[src/hw/rtl/trd_pkg.sv]
`timescale 1ns / 1ps
// ----------------------------------------------------------------------------
// TCP retransmit decision package
// Shared payload types, action and control codes, register map and reset
// values for the retransmit decision unit.
// ----------------------------------------------------------------------------
package trd_pkg;

  // Result action codes.
  typedef enum logic [1:0] {
    ACT_REFUSE   = 2'd0,
    ACT_ABORT    = 2'd1,
    ACT_SYN      = 2'd2,
    ACT_DATA     = 2'd3
  } trd_action_t;

  // Register indexes on the configuration port (byte address / 4).
  typedef enum logic [1:0] {
    REG_MAX_RETRIES     = 2'd0,
    REG_SYN_MAX_RETRIES = 2'd1,
    REG_MAX_TIMEOUT     = 2'd2
  } trd_reg_t;

  localparam int unsigned CfgAddrWidth = 4;

  // Bit positions in flag_bits.
  localparam int unsigned FlagSynSent  = 0;
  localparam int unsigned FlagFinSent  = 1;
  localparam int unsigned FlagPersist  = 2;
  localparam int unsigned FlagPeerSyn  = 3;
  localparam int unsigned FlagSynRcvd  = 4;

  // Bit positions in control_bits.
  localparam int unsigned CtrlSyn = 0;
  localparam int unsigned CtrlAck = 1;
  localparam int unsigned CtrlFin = 2;

  localparam logic [3:0]  MaxRetriesRst    = 4'd12;
  localparam logic [3:0]  SynMaxRetriesRst = 4'd4;
  localparam logic [31:0] MaxTimeoutRst    = 32'd60000;

  typedef struct packed {
    logic [31:0] snd_una;
    logic [31:0] snd_nxt;
    logic [31:0] initial_seq;
    logic [31:0] fin_seq;
    logic [4:0]  flag_bits;
    logic [3:0]  retry_count;
    logic [31:0] slow_start_threshold;
    logic [31:0] congestion_window;
    logic [31:0] send_window;
    logic [15:0] max_segment;
    logic [15:0] base_timeout;
  } trd_in_t;

  typedef struct packed {
    trd_action_t action;
    logic [2:0]  control_bits;
    logic [15:0] send_length;
    logic [31:0] timeout_value;
    logic [3:0]  new_retry_count;
    logic [31:0] new_threshold;
    logic [31:0] new_window;
  } trd_out_t;

  typedef struct packed {
    logic [3:0]  max_retries;
    logic [3:0]  syn_max_retries;
    logic [31:0] max_timeout;
  } trd_cfg_t;

endpackage

[src/hw/rtl/trd_if.sv]
`timescale 1ns / 1ps
// ----------------------------------------------------------------------------
// TCP retransmit decision channel interfaces
// Valid/ready channels for timer events and for decision results.
// ----------------------------------------------------------------------------
interface trd_in_if import trd_pkg::*; ();
  logic    valid;
  logic    ready;
  trd_in_t data;

  modport source (output valid, output data, input ready);
  modport sink   (input valid, input data, output ready);
endinterface

interface trd_out_if import trd_pkg::*; ();
  logic     valid;
  logic     ready;
  trd_out_t data;

  modport source (output valid, output data, input ready);
  modport sink   (input valid, input data, output ready);
endinterface

[src/hw/rtl/tcp_retransmit_decision_unit.sv]
`timescale 1ns / 1ps
// ----------------------------------------------------------------------------
// TCP retransmit decision unit
// Decides what to do on a retransmit-timer event for one connection snapshot.
// ----------------------------------------------------------------------------
// Each transfer on in_ch carries one retransmit-timer event with a snapshot
// of a connection's send variables, and yields exactly one result transfer on
// out_ch, in order. The event is captured in an input register, decided by
// one pass of combinational logic, and the result is held in an output
// register. A result is presented on out_ch once the output register has
// taken it from the input register, which holds it while the older result
// waits. The unit accepts one event per clock cycle, limited only by
// the two register stages: while a finished result waits for out_ch.ready it
// can still take one more event into the input register, and it stalls its
// input once both registers are full. The retry limits and timeout ceiling
// are written through the APB-style port (max_retries at 0x0,
// syn_max_retries at 0x4, max_timeout at 0x8) and should only be changed
// while no event is in flight.
// ----------------------------------------------------------------------------
module tcp_retransmit_decision_unit import trd_pkg::*; (
  input  logic                    clk,
  input  logic                    rst_n,
  trd_in_if.sink                  in_ch,
  trd_out_if.source               out_ch,
  input  logic                    psel,
  input  logic                    penable,
  input  logic                    pwrite,
  input  logic [CfgAddrWidth-1:0] paddr,
  input  logic [31:0]             pwdata,
  output logic [31:0]             prdata,
  output logic                    pready
);

  trd_cfg_t cfg;
  trd_in_t  ev_r;
  trd_out_t res;
  trd_out_t res_r;
  logic     ev_valid_r;
  logic     ev_valid_nxt;
  logic     res_valid_r;
  logic     res_valid_nxt;
  logic     res_free;
  logic     ev_adv;
  logic     in_xfer;
  logic     out_xfer;

  trd_cfg u_cfg (
    .clk     (clk),
    .rst_n   (rst_n),
    .psel    (psel),
    .penable (penable),
    .pwrite  (pwrite),
    .paddr   (paddr),
    .pwdata  (pwdata),
    .prdata  (prdata),
    .pready  (pready),
    .cfg     (cfg)
  );

  // The output register can take a new result when it is empty or when its
  // current result is being transferred out in this cycle.
  assign res_free     = !res_valid_r || out_ch.ready;
  assign ev_adv       = ev_valid_r && res_free;
  assign in_ch.ready  = !ev_valid_r || res_free;
  assign in_xfer      = in_ch.valid && in_ch.ready;
  assign out_xfer     = res_valid_r && out_ch.ready;

  assign ev_valid_nxt  = in_xfer ? 1'b1 : (ev_adv ? 1'b0 : ev_valid_r);
  assign res_valid_nxt = ev_adv ? 1'b1 : (out_xfer ? 1'b0 : res_valid_r);

  always_ff @(posedge clk) begin
    if (!rst_n) begin
      ev_valid_r  <= 1'b0;
      res_valid_r <= 1'b0;
    end else begin
      ev_valid_r  <= ev_valid_nxt;
      res_valid_r <= res_valid_nxt;
    end
  end

  always_ff @(posedge clk) begin
    if (in_xfer) begin
      ev_r <= in_ch.data;
    end
    if (ev_adv) begin
      res_r <= res;
    end
  end

  trd_decide u_decide (
    .ev  (ev_r),
    .cfg (cfg),
    .res (res)
  );

  assign out_ch.valid = res_valid_r;
  assign out_ch.data  = res_r;

  // An event waiting in the input register stays there until it can move on.
  a_ev_hold: assert property (@(posedge clk) disable iff (!rst_n)
    (ev_valid_r && !res_free) |=> ev_valid_r)
    else $error("event dropped from input register while output was blocked");

  // Refused and aborted events carry no segment and no timer.
  a_no_send: assert property (@(posedge clk) disable iff (!rst_n)
    (res_valid_r && (res_r.action == ACT_REFUSE || res_r.action == ACT_ABORT)) |->
    (res_r.send_length == 16'd0 && res_r.timeout_value == 32'd0
     && res_r.control_bits == 3'd0))
    else $error("refused or aborted result carries send data");

  // A SYN resend is one octet with SYN set and never FIN.
  a_syn_form: assert property (@(posedge clk) disable iff (!rst_n)
    (res_valid_r && res_r.action == ACT_SYN) |->
    (res_r.send_length == 16'd1 && res_r.control_bits[CtrlSyn]
     && !res_r.control_bits[CtrlFin]))
    else $error("malformed SYN resend");

  // A data resend floors the threshold at the new window (one segment).
  a_data_thr: assert property (@(posedge clk) disable iff (!rst_n)
    (res_valid_r && res_r.action == ACT_DATA) |->
    (res_r.new_threshold >= res_r.new_window && res_r.control_bits[CtrlAck]
     && {16'd0, res_r.send_length} <= res_r.new_window))
    else $error("data resend threshold, window or length inconsistent");

endmodule

[src/hw/rtl/trd_cfg.sv]
`timescale 1ns / 1ps
// ----------------------------------------------------------------------------
// TCP retransmit decision register file
// APB-style configuration registers: retry limits and timeout ceiling.
// ----------------------------------------------------------------------------
module trd_cfg import trd_pkg::*; (
  input  logic                    clk,
  input  logic                    rst_n,
  input  logic                    psel,
  input  logic                    penable,
  input  logic                    pwrite,
  input  logic [CfgAddrWidth-1:0] paddr,
  input  logic [31:0]             pwdata,
  output logic [31:0]             prdata,
  output logic                    pready,
  output trd_cfg_t                cfg
);

  logic [3:0]  max_retries_r;
  logic [3:0]  syn_max_retries_r;
  logic [31:0] max_timeout_r;
  logic        wr_en;

  assign pready = 1'b1;
  assign wr_en  = psel && penable && pwrite;

  always_ff @(posedge clk) begin
    if (!rst_n) begin
      max_retries_r     <= MaxRetriesRst;
      syn_max_retries_r <= SynMaxRetriesRst;
      max_timeout_r     <= MaxTimeoutRst;
    end else if (wr_en) begin
      case (paddr[3:2])
        REG_MAX_RETRIES:     max_retries_r     <= pwdata[3:0];
        REG_SYN_MAX_RETRIES: syn_max_retries_r <= pwdata[3:0];
        REG_MAX_TIMEOUT:     max_timeout_r     <= pwdata;
        default: ;
      endcase
    end
  end

  always_comb begin
    case (paddr[3:2])
      REG_MAX_RETRIES:     prdata = {28'd0, max_retries_r};
      REG_SYN_MAX_RETRIES: prdata = {28'd0, syn_max_retries_r};
      REG_MAX_TIMEOUT:     prdata = max_timeout_r;
      default:             prdata = 32'd0;
    endcase
  end

  assign cfg.max_retries     = max_retries_r;
  assign cfg.syn_max_retries = syn_max_retries_r;
  assign cfg.max_timeout     = max_timeout_r;

endmodule

[src/hw/rtl/trd_decide.sv]
`timescale 1ns / 1ps
// ----------------------------------------------------------------------------
// TCP retransmit decision logic
// Combinational decision for one timer event: refuse, abort, SYN resend or
// data resend, with backed-off timeout and congestion updates.
// ----------------------------------------------------------------------------
module trd_decide import trd_pkg::*; (
  input  trd_in_t  ev,
  input  trd_cfg_t cfg,
  output trd_out_t res
);

  // Sequence order: a is before b when the wrapped difference is negative.
  function automatic logic seq_before(input logic [31:0] a, input logic [31:0] b);
    logic [31:0] diff;
    diff = a - b;
    return diff[31];
  endfunction

  logic        refuse;
  logic [4:0]  next_cnt;
  logic [3:0]  limit;
  logic        abort;
  logic [30:0] shifted;
  logic [31:0] tmo;
  logic        syn_resend;
  logic [31:0] pending;
  logic        fin_in_range;
  logic        pend_gt_mss;
  logic [31:0] thr_start;
  logic [31:0] thr_half;
  logic [31:0] thr_new;
  logic [31:0] mss_ext;

  assign refuse   = !seq_before(ev.snd_una, ev.snd_nxt) || ev.flag_bits[FlagPersist];
  assign next_cnt = {1'b0, ev.retry_count} + 5'd1;
  assign limit    = ev.flag_bits[FlagSynRcvd] ? cfg.syn_max_retries : cfg.max_retries;
  assign abort    = next_cnt > {1'b0, limit};

  // Without abort the incremented count is at most fifteen, so the shifted
  // base fits in 31 bits.
  assign shifted = {15'd0, ev.base_timeout} << next_cnt[3:0];
  assign tmo     = ({1'b0, shifted} > cfg.max_timeout) ? cfg.max_timeout
                                                       : {1'b0, shifted};

  assign syn_resend = ev.flag_bits[FlagSynSent] && (ev.snd_una == ev.initial_seq);

  assign pending      = ev.snd_nxt - ev.snd_una;
  assign mss_ext      = {16'd0, ev.max_segment};
  assign pend_gt_mss  = pending > mss_ext;
  assign fin_in_range = ev.flag_bits[FlagFinSent] && !seq_before(ev.fin_seq, ev.snd_una)
                        && seq_before(ev.fin_seq, ev.snd_nxt);

  assign thr_start = (ev.retry_count == 4'd0) ? ev.congestion_window
                                              : ev.slow_start_threshold;
  assign thr_half  = (ev.send_window < thr_start) ? {1'b0, ev.send_window[31:1]}
                                                  : {1'b0, thr_start[31:1]};
  assign thr_new   = (thr_half < mss_ext) ? mss_ext : thr_half;

  always_comb begin
    res.action          = ACT_REFUSE;
    res.control_bits    = 3'd0;
    res.send_length     = 16'd0;
    res.timeout_value   = 32'd0;
    res.new_retry_count = ev.retry_count;
    res.new_threshold   = ev.slow_start_threshold;
    res.new_window      = ev.congestion_window;
    if (!refuse) begin
      res.new_retry_count = next_cnt[4] ? 4'hF : next_cnt[3:0];
      if (abort) begin
        res.action = ACT_ABORT;
      end else if (syn_resend) begin
        res.action                = ACT_SYN;
        res.timeout_value         = tmo;
        res.send_length           = 16'd1;
        res.control_bits[CtrlSyn] = 1'b1;
        res.control_bits[CtrlAck] = ev.flag_bits[FlagPeerSyn];
      end else begin
        res.action                = ACT_DATA;
        res.timeout_value         = tmo;
        res.send_length           = pend_gt_mss ? ev.max_segment : pending[15:0];
        res.control_bits[CtrlAck] = 1'b1;
        res.control_bits[CtrlFin] = fin_in_range && !pend_gt_mss;
        res.new_threshold         = thr_new;
        res.new_window            = mss_ext;
      end
    end
  end

endmodule
[src/flat_wrapper.sv]
// flat-port wrapper written by rule: the top's interface ports become plain ports
module tcp_retransmit_decision_unit_flat import trd_pkg::*;
  (clk, rst_n, psel, penable, pwrite, paddr, pwdata, prdata, pready, in_ch_valid, in_ch_data, in_ch_ready, out_ch_valid, out_ch_data, out_ch_ready);
  trd_in_if in_ch_i ();
  trd_out_if out_ch_i ();
  input  logic clk;
  input  logic rst_n;
  input  logic psel;
  input  logic penable;
  input  logic pwrite;
  input  logic [CfgAddrWidth-1:0] paddr;
  input  logic [31:0] pwdata;
  output logic [31:0] prdata;
  output logic pready;
  input wire logic [$bits(in_ch_i.valid)-1:0] in_ch_valid;
  input wire logic [$bits(in_ch_i.data)-1:0] in_ch_data;
  output wire logic [$bits(in_ch_i.ready)-1:0] in_ch_ready;
  output wire logic [$bits(out_ch_i.valid)-1:0] out_ch_valid;
  output wire logic [$bits(out_ch_i.data)-1:0] out_ch_data;
  input wire logic [$bits(out_ch_i.ready)-1:0] out_ch_ready;
  assign in_ch_i.valid = in_ch_valid;
  assign in_ch_i.data = in_ch_data;
  assign in_ch_ready = in_ch_i.ready;
  assign out_ch_valid = out_ch_i.valid;
  assign out_ch_data = out_ch_i.data;
  assign out_ch_i.ready = out_ch_ready;
  tcp_retransmit_decision_unit u_core (.clk(clk), .rst_n(rst_n), .in_ch(in_ch_i), .out_ch(out_ch_i), .psel(psel), .penable(penable), .pwrite(pwrite), .paddr(paddr), .pwdata(pwdata), .prdata(prdata), .pready(pready));
endmodule
[config.mk]
export PLATFORM = sky130hd
export DESIGN_NAME = tcp_retransmit_decision_unit_flat
export DESIGN_NICKNAME = d
export VERILOG_FILES = /design/src/hw/rtl/trd_pkg.sv /design/src/hw/rtl/trd_if.sv /design/src/hw/rtl/tcp_retransmit_decision_unit.sv /design/src/hw/rtl/trd_cfg.sv /design/src/hw/rtl/trd_decide.sv /design/src/flat_wrapper.sv
export SDC_FILE = /design/constraint.sdc
export NUM_CORES = 1
export LEC_CHECK = 0
export CORE_MARGIN = 2
export CORE_UTILIZATION = 40
export DETAILED_ROUTE_END_ITERATION = 8
export DONT_BUFFER_PORTS = 1
export PLACE_DENSITY = 0.5
export SYNTH_ARGS = -nofsm -noshare
export SYNTH_HDL_FRONTEND = slang
export SYNTH_SLANG_ARGS = --single-unit
[constraint.sdc]
create_clock -name clk -period 15.9 [get_ports clk]
set_input_delay 1.59 -clock clk [delete_from_list [all_inputs] [get_ports clk]]
set_output_delay 1.59 -clock clk [all_outputs]
set_load 0.01 [all_outputs]
After elaboration in Yosys (flattened, before gate mapping)
Index checks and enable logic that the tools add are counted.
- register bits after elaboration: 428
- input bits: 308
- add/subtract/negate cells: 5
- order comparisons: 5
- equality and inequality tests: 3
- shifts and indexed selects: 1
- multiplexer cells: 20
- reductions and logical operators: 26
- operator list (cell ; number):
    $mux 64 ; 2
    $sub 32x32->32 ; 4
    $pmux 32 s3 ; 1
    $mux 68 ; 1
    $mux 32 ; 2
    $mux 31 ; 2
    $mux 48 ; 1
    $eq 32x32->1 ; 1
    $gt 31x32->1 ; 1
    $gt 32x16->1 ; 1
    $lt 32x32->1 ; 1
    $lt 31x16->1 ; 1
    $shl 16x4->31 ; 1
    $mux 16 ; 1
    $logic_and 1x1->1 ; 9
    $mux 1 ; 8
    $mux 4 ; 2
    $reduce_and 2->1 ; 3
    $add 4x1->5 const B ; 1
    $gt 5x4->1 ; 1
    $logic_not 1->1 ; 5
    $logic_not 4->1 ; 1
    $reduce_bool 2->1 ; 2
    $logic_or 1x1->1 ; 3
    5 further kinds ; 5

Logic depth before layout (Yosys ltp)
- depth in word-level cells: 9
- mapped depth: 29
- mapped depth without buffers: 23

Modules after synthesis
From an unflattened synthesis, not the netlist that was laid out.
- cells, all modules: 2070
- area, all modules: 23948.0 um^2
- by module, submodules not included (module ; instances ; cells each ; area each (um^2) ; seq. area each (um^2)):
    tcp_retransmit_decision_unit ; 1 ; 395 ; 11695.0 ; 11631.2
    trd_decide ; 1 ; 1456 ; 10356.2 ; 0.0
    trd_cfg ; 1 ; 219 ; 1896.8 ; 800.8

Worst setup path before layout
No wires, ideal clock.
- kind: input -> register
- start: in out_ch_ready
- end: reg u_core.ev_r[0] in the netlist's numbering, enable pin
- arrival time: 7.839 ns
- required time: 15.239 ns
- slack: 7.399 ns
- stages on the path: 3
- cells stage by stage: nor2b_1 > nand2_1 > and2_1
- word-level cells in the longest chain between the ends: 3
- RTL lines (item ; line ; RTL):
    start: declaration ; flat_wrapper.sv:20 ; input wire logic [$bits(out_ch_i.ready)-1:0] out_ch_ready;
    $logic_or 1x1->1 ; tcp_retransmit_decision_unit.sv:62 ; assign res_free = !res_valid_r || out_ch.ready;
    $logic_or 1x1->1 ; tcp_retransmit_decision_unit.sv:64 ; assign in_ch.ready = !ev_valid_r || res_free;
    named net in_ch_ready ; flat_wrapper.sv:17 ; output wire logic [$bits(in_ch_i.ready)-1:0] in_ch_ready;
    $logic_and 1x1->1 ; tcp_retransmit_decision_unit.sv:65 ; assign in_xfer = in_ch.valid && in_ch.ready;
    end signal: assignment ; tcp_retransmit_decision_unit.sv:83 ; ev_r <= in_ch.data;
    end: declaration ; tcp_retransmit_decision_unit.sv:35 ; trd_in_t ev_r;
The timed path passes the listed nets, and every way through them passes these cells.
A chain may end at the register's enable or synchronous reset.

==> summary.md <==
| Metric | Value |
|---|---|
| DR vias/cell | 5.60 |
| Kind of critical path | register to register |
| Router iterations before antenna repair | 5 |
| Num rows | 89 |
| Commonest non-fill, non-tap cell in the layout | edfxtp_1 |
| Relative slew slack | 23.8% |
| Final setup vio count | 0 |
| Async SR Flop Fraction | 0% |
| Power Dens Cells | 111 nW/um^2 |
| Slowest cell delay on critical path | 0.71 ns |
| Worst Skew | 0.0192 ns |
| Yosys warns | 0 |
| Postcts setup bufs | 0 |
| Final hold violations | 0 |
| Routability Congestion | 0.846 |
| Placed Area | 24,600 um^2 |
| Nets@finish | 2,569 |
| Mapped Nets | 2,583 |
| Peak supply drop | 0.102 mV |
| DR iter-0 viols | 923 |
| CP max FO | 40 |
| Startpoint Class | register |
| Post-synth top flop | edfxtp_1 |
| DRC viols | 0 |
| Avg WL per Cell | 24.2 um |
| Post-Syn Area | 23,800 um^2 |
| Post_cts resized | 0 |
| Worst Hold Class | register to register |
| Highest-delay cell along the critical path | a2111oi_0 |
| Synthesis-to-finish area growth | 9.69% |
| Max-slew violation count | 0 |
| # clock sinks | 428 |
| Die area | 61,600 um^2 |
| Reg clk slew, reported paths | 0.06 ns |
| Top cell family by delay on the critical path | compound AO/OA/AOI/OAI gates |
| DP HPWL | 52,700 um |
| IO Count | 464 |
| RSZ-0062 raised after global routing | false |
| Buf/Inv on CP | 5 |
| Die W | 248 um |
| Root Driver | clkbuf_16 |
| Crit path arrival time | 7.62 ns |
| Achievable frequency | 0.137 GHz |
| Grt ovf | 0 |
| Pin count of the biggest net entering global routing | 77 |
| Most frequent cells in the layout | edfxtp_1, ha_1, a21oi_1, inv_1, nand2_1 |
| CTS tree | built |
| Seq. cell area | 12,400 um^2 |
| Final WL | 69,000 um |
| Final instance area | 26,200 um^2 |
| Crit share post-route | 46.0% |
| Status | finished, final reports clean |
| Pwr Total | 2.91 mW |
| Fillers | 5,526 |
| Post-CTS Hold Buffers | 0 |
| Sequential area share after synthesis | 52.1% |
| Clk buf depth | 3 |
| Place WS | 8.66 ns |
| Final setup margin | 8.59 ns |
| Syn avg cell area | 11.6 um^2 |
| Final core utilization | 44.3% |
| # port buffers | 0 |
| Crit. End Element | register |
| Unique masters post-synth | 85 |
| #FFs+latches synth | 428 |
| Syn Inst Count | 2,053 |
| Starting Density | 40.4% |
| Leak | 10.1 nW |
| Total track usage | 21.6% |
| Initial antenna violation count | 18 |
| Req. time, crit path | 16.21 ns |
| Fin crit period | 7.31 ns |
| Wire length of the first global-routing pass | 99,400 um |
| EDFF count, synth | 386 |
| Share of cells above drive strength 1 | 8.14% |
| Clk Latency, worst-skew pair | 0.60 ns |
| H-tree Lvls | 2 |
| Vias | 16,000 |
| Worst-Margin Slew | 1.14 ns |
| Setup TNS Final | 0 ns |
| Max-cap violation count | 0 |
| Post-route ant nets | 0 |
| Area occupied by multi-input gates | 10,500 um^2 |
| CORE AREA | 59,000 um^2 |
| CTS buffer count | 47 |
| Die Y | 248 um |
| Vias in the first global route | 16,000 |
[per-stage QoR]
stage                     std cells  hold WS [ns]
after floorplan                2053         0.460
after global placement         2763         0.480
after detailed placement       2763         0.495
after CTS                      2848         0.505
after global routing           2854         0.527
final                          2857         0.504
[final timing paths]
check | from | endpoint | slack, ns | depth (start not counted)
worst min-delay path | u_core.u_cfg.max_timeout_r[21]$_SDFFE_PN0P_ | u_core.u_cfg.max_timeout_r[21]$_SDFFE_PN0P_ | 0.50 | 2
worst max register to register | u_core.ev_r[128]$_DFFE_PP_ | u_core.out_ch.data[34]$_DFFE_PP_ | 8.59 | 26
worst max-delay path | u_core.ev_r[128]$_DFFE_PP_ | u_core.out_ch.data[34]$_DFFE_PP_ | 8.59 | 26
worst min register to register | u_core.u_cfg.max_timeout_r[21]$_SDFFE_PN0P_ | u_core.u_cfg.max_timeout_r[21]$_SDFFE_PN0P_ | 0.50 | 2
[worst register-to-register path: stages (launching register included)]
cell	delay, ns
edfxtp_1	0.36
buf_4	0.24
inv_1	0.19
ha_1	0.18
nor3b_4	0.17
buf_4	0.56
mux2i_1	0.53
ha_1	0.33
a21oi_1	0.15
nor2_1	0.05
a2111oi_0	0.35
a21oi_1	0.14
a2111oi_0	0.71
o21ai_4	0.25
buf_4	0.36
mux2i_1	0.23
ha_1	0.33
a21oi_1	0.07
nor2b_1	0.11
o21ai_0	0.09
a211o_1	0.28
o211ai_1	0.28
a31oi_1	0.14
mux2i_2	0.16
buf_4	0.33
mux2i_1	0.31
a21oi_1	0.12
[synthesized netlist by cell type, drive strengths merged (13+ instances only)]
cell type,n,share of area (%)
a211oi,19,0.62
a21boi,28,0.88
a21o,47,1.5
a21oi,166,3.5
a31oi,31,0.81
and2,50,1.3
buf,29,0.73
clkbuf,52,0.87
dfxtp,42,3.5
edfxtp,386,49
ha,221,12
inv,155,2.4
mux2,40,1.9
mux2i,96,4.0
nand2,131,2.1
nand3,61,1.3
nand4,40,1.1
nor2,73,1.1
nor2b,29,0.79
nor3,35,0.76
o211ai,23,0.72
o21a,20,0.63
o21ai,94,2.0
xnor2,40,1.5
xor2,13,0.48
[state kept, by name, summed over array words and instances, names as in the netlist]
register / flops
u_core.out_ch.data: 121
u_core.u_cfg.max_retries_r: 4
u_core.ev_valid_r: 1
u_core.u_cfg.max_timeout_r: 32
u_core.u_cfg.syn_max_retries_r: 4
u_core.out_ch.valid: 1
u_core.ev_r: 265
[layout make-up]
type | instances | share of cell area [%]
Timing Repair Buffer | 19 | 0.545
Clock inverter | 25 | 0.852
Tap cell | 773 | 3.70
Antenna cell | 9 | 0.0861
Sequential cell | 428 | 47.5
Inverter | 155 | 2.22
Clock buffer | 60 | 4.95
Multi-Input combinational cell | 1388 | 40.1
[layer usage]
| metal | GRT usage [%] | vias to the layer above | part of all wire (%) |
|---|---|---|---|
| li1 | - | 7661 | - |
| met1 | 26.5 | 7707 | 41 |
| met4 | 8.74 | 16 | 3.7 |
| met5 | 0 | - | 0.14 |
| met2 | 36.1 | 487 | 48 |
| met3 | 6.02 | 119 | 7.3 |
[report_power, final]
| group | internal [mW] | leakage [nW] | switching, mW | total, mW |
|---|---|---|---|---|
| registers | 1.31 | 4.05 | 0.0568 | 1.36 |
| logic | 0.176 | 5.27 | 0.301 | 0.477 |
| clock network | 0.611 | 0.737 | 0.461 | 1.07 |
| total | 2.09 | 10.1 | 0.819 | 2.91 |
[cell families after synthesis]
logic type,Yosys count,share of synthesized area [%]
flops,428,52.1
buf+inv,237,4.09
mux,146,6.88
simple gates,475,10.2
xor+xnor,53,1.95
fa+ha+maj,222,11.7
other cells,2,0.0315
compound gates,490,13.1
(Power assumes the default switching activity.)
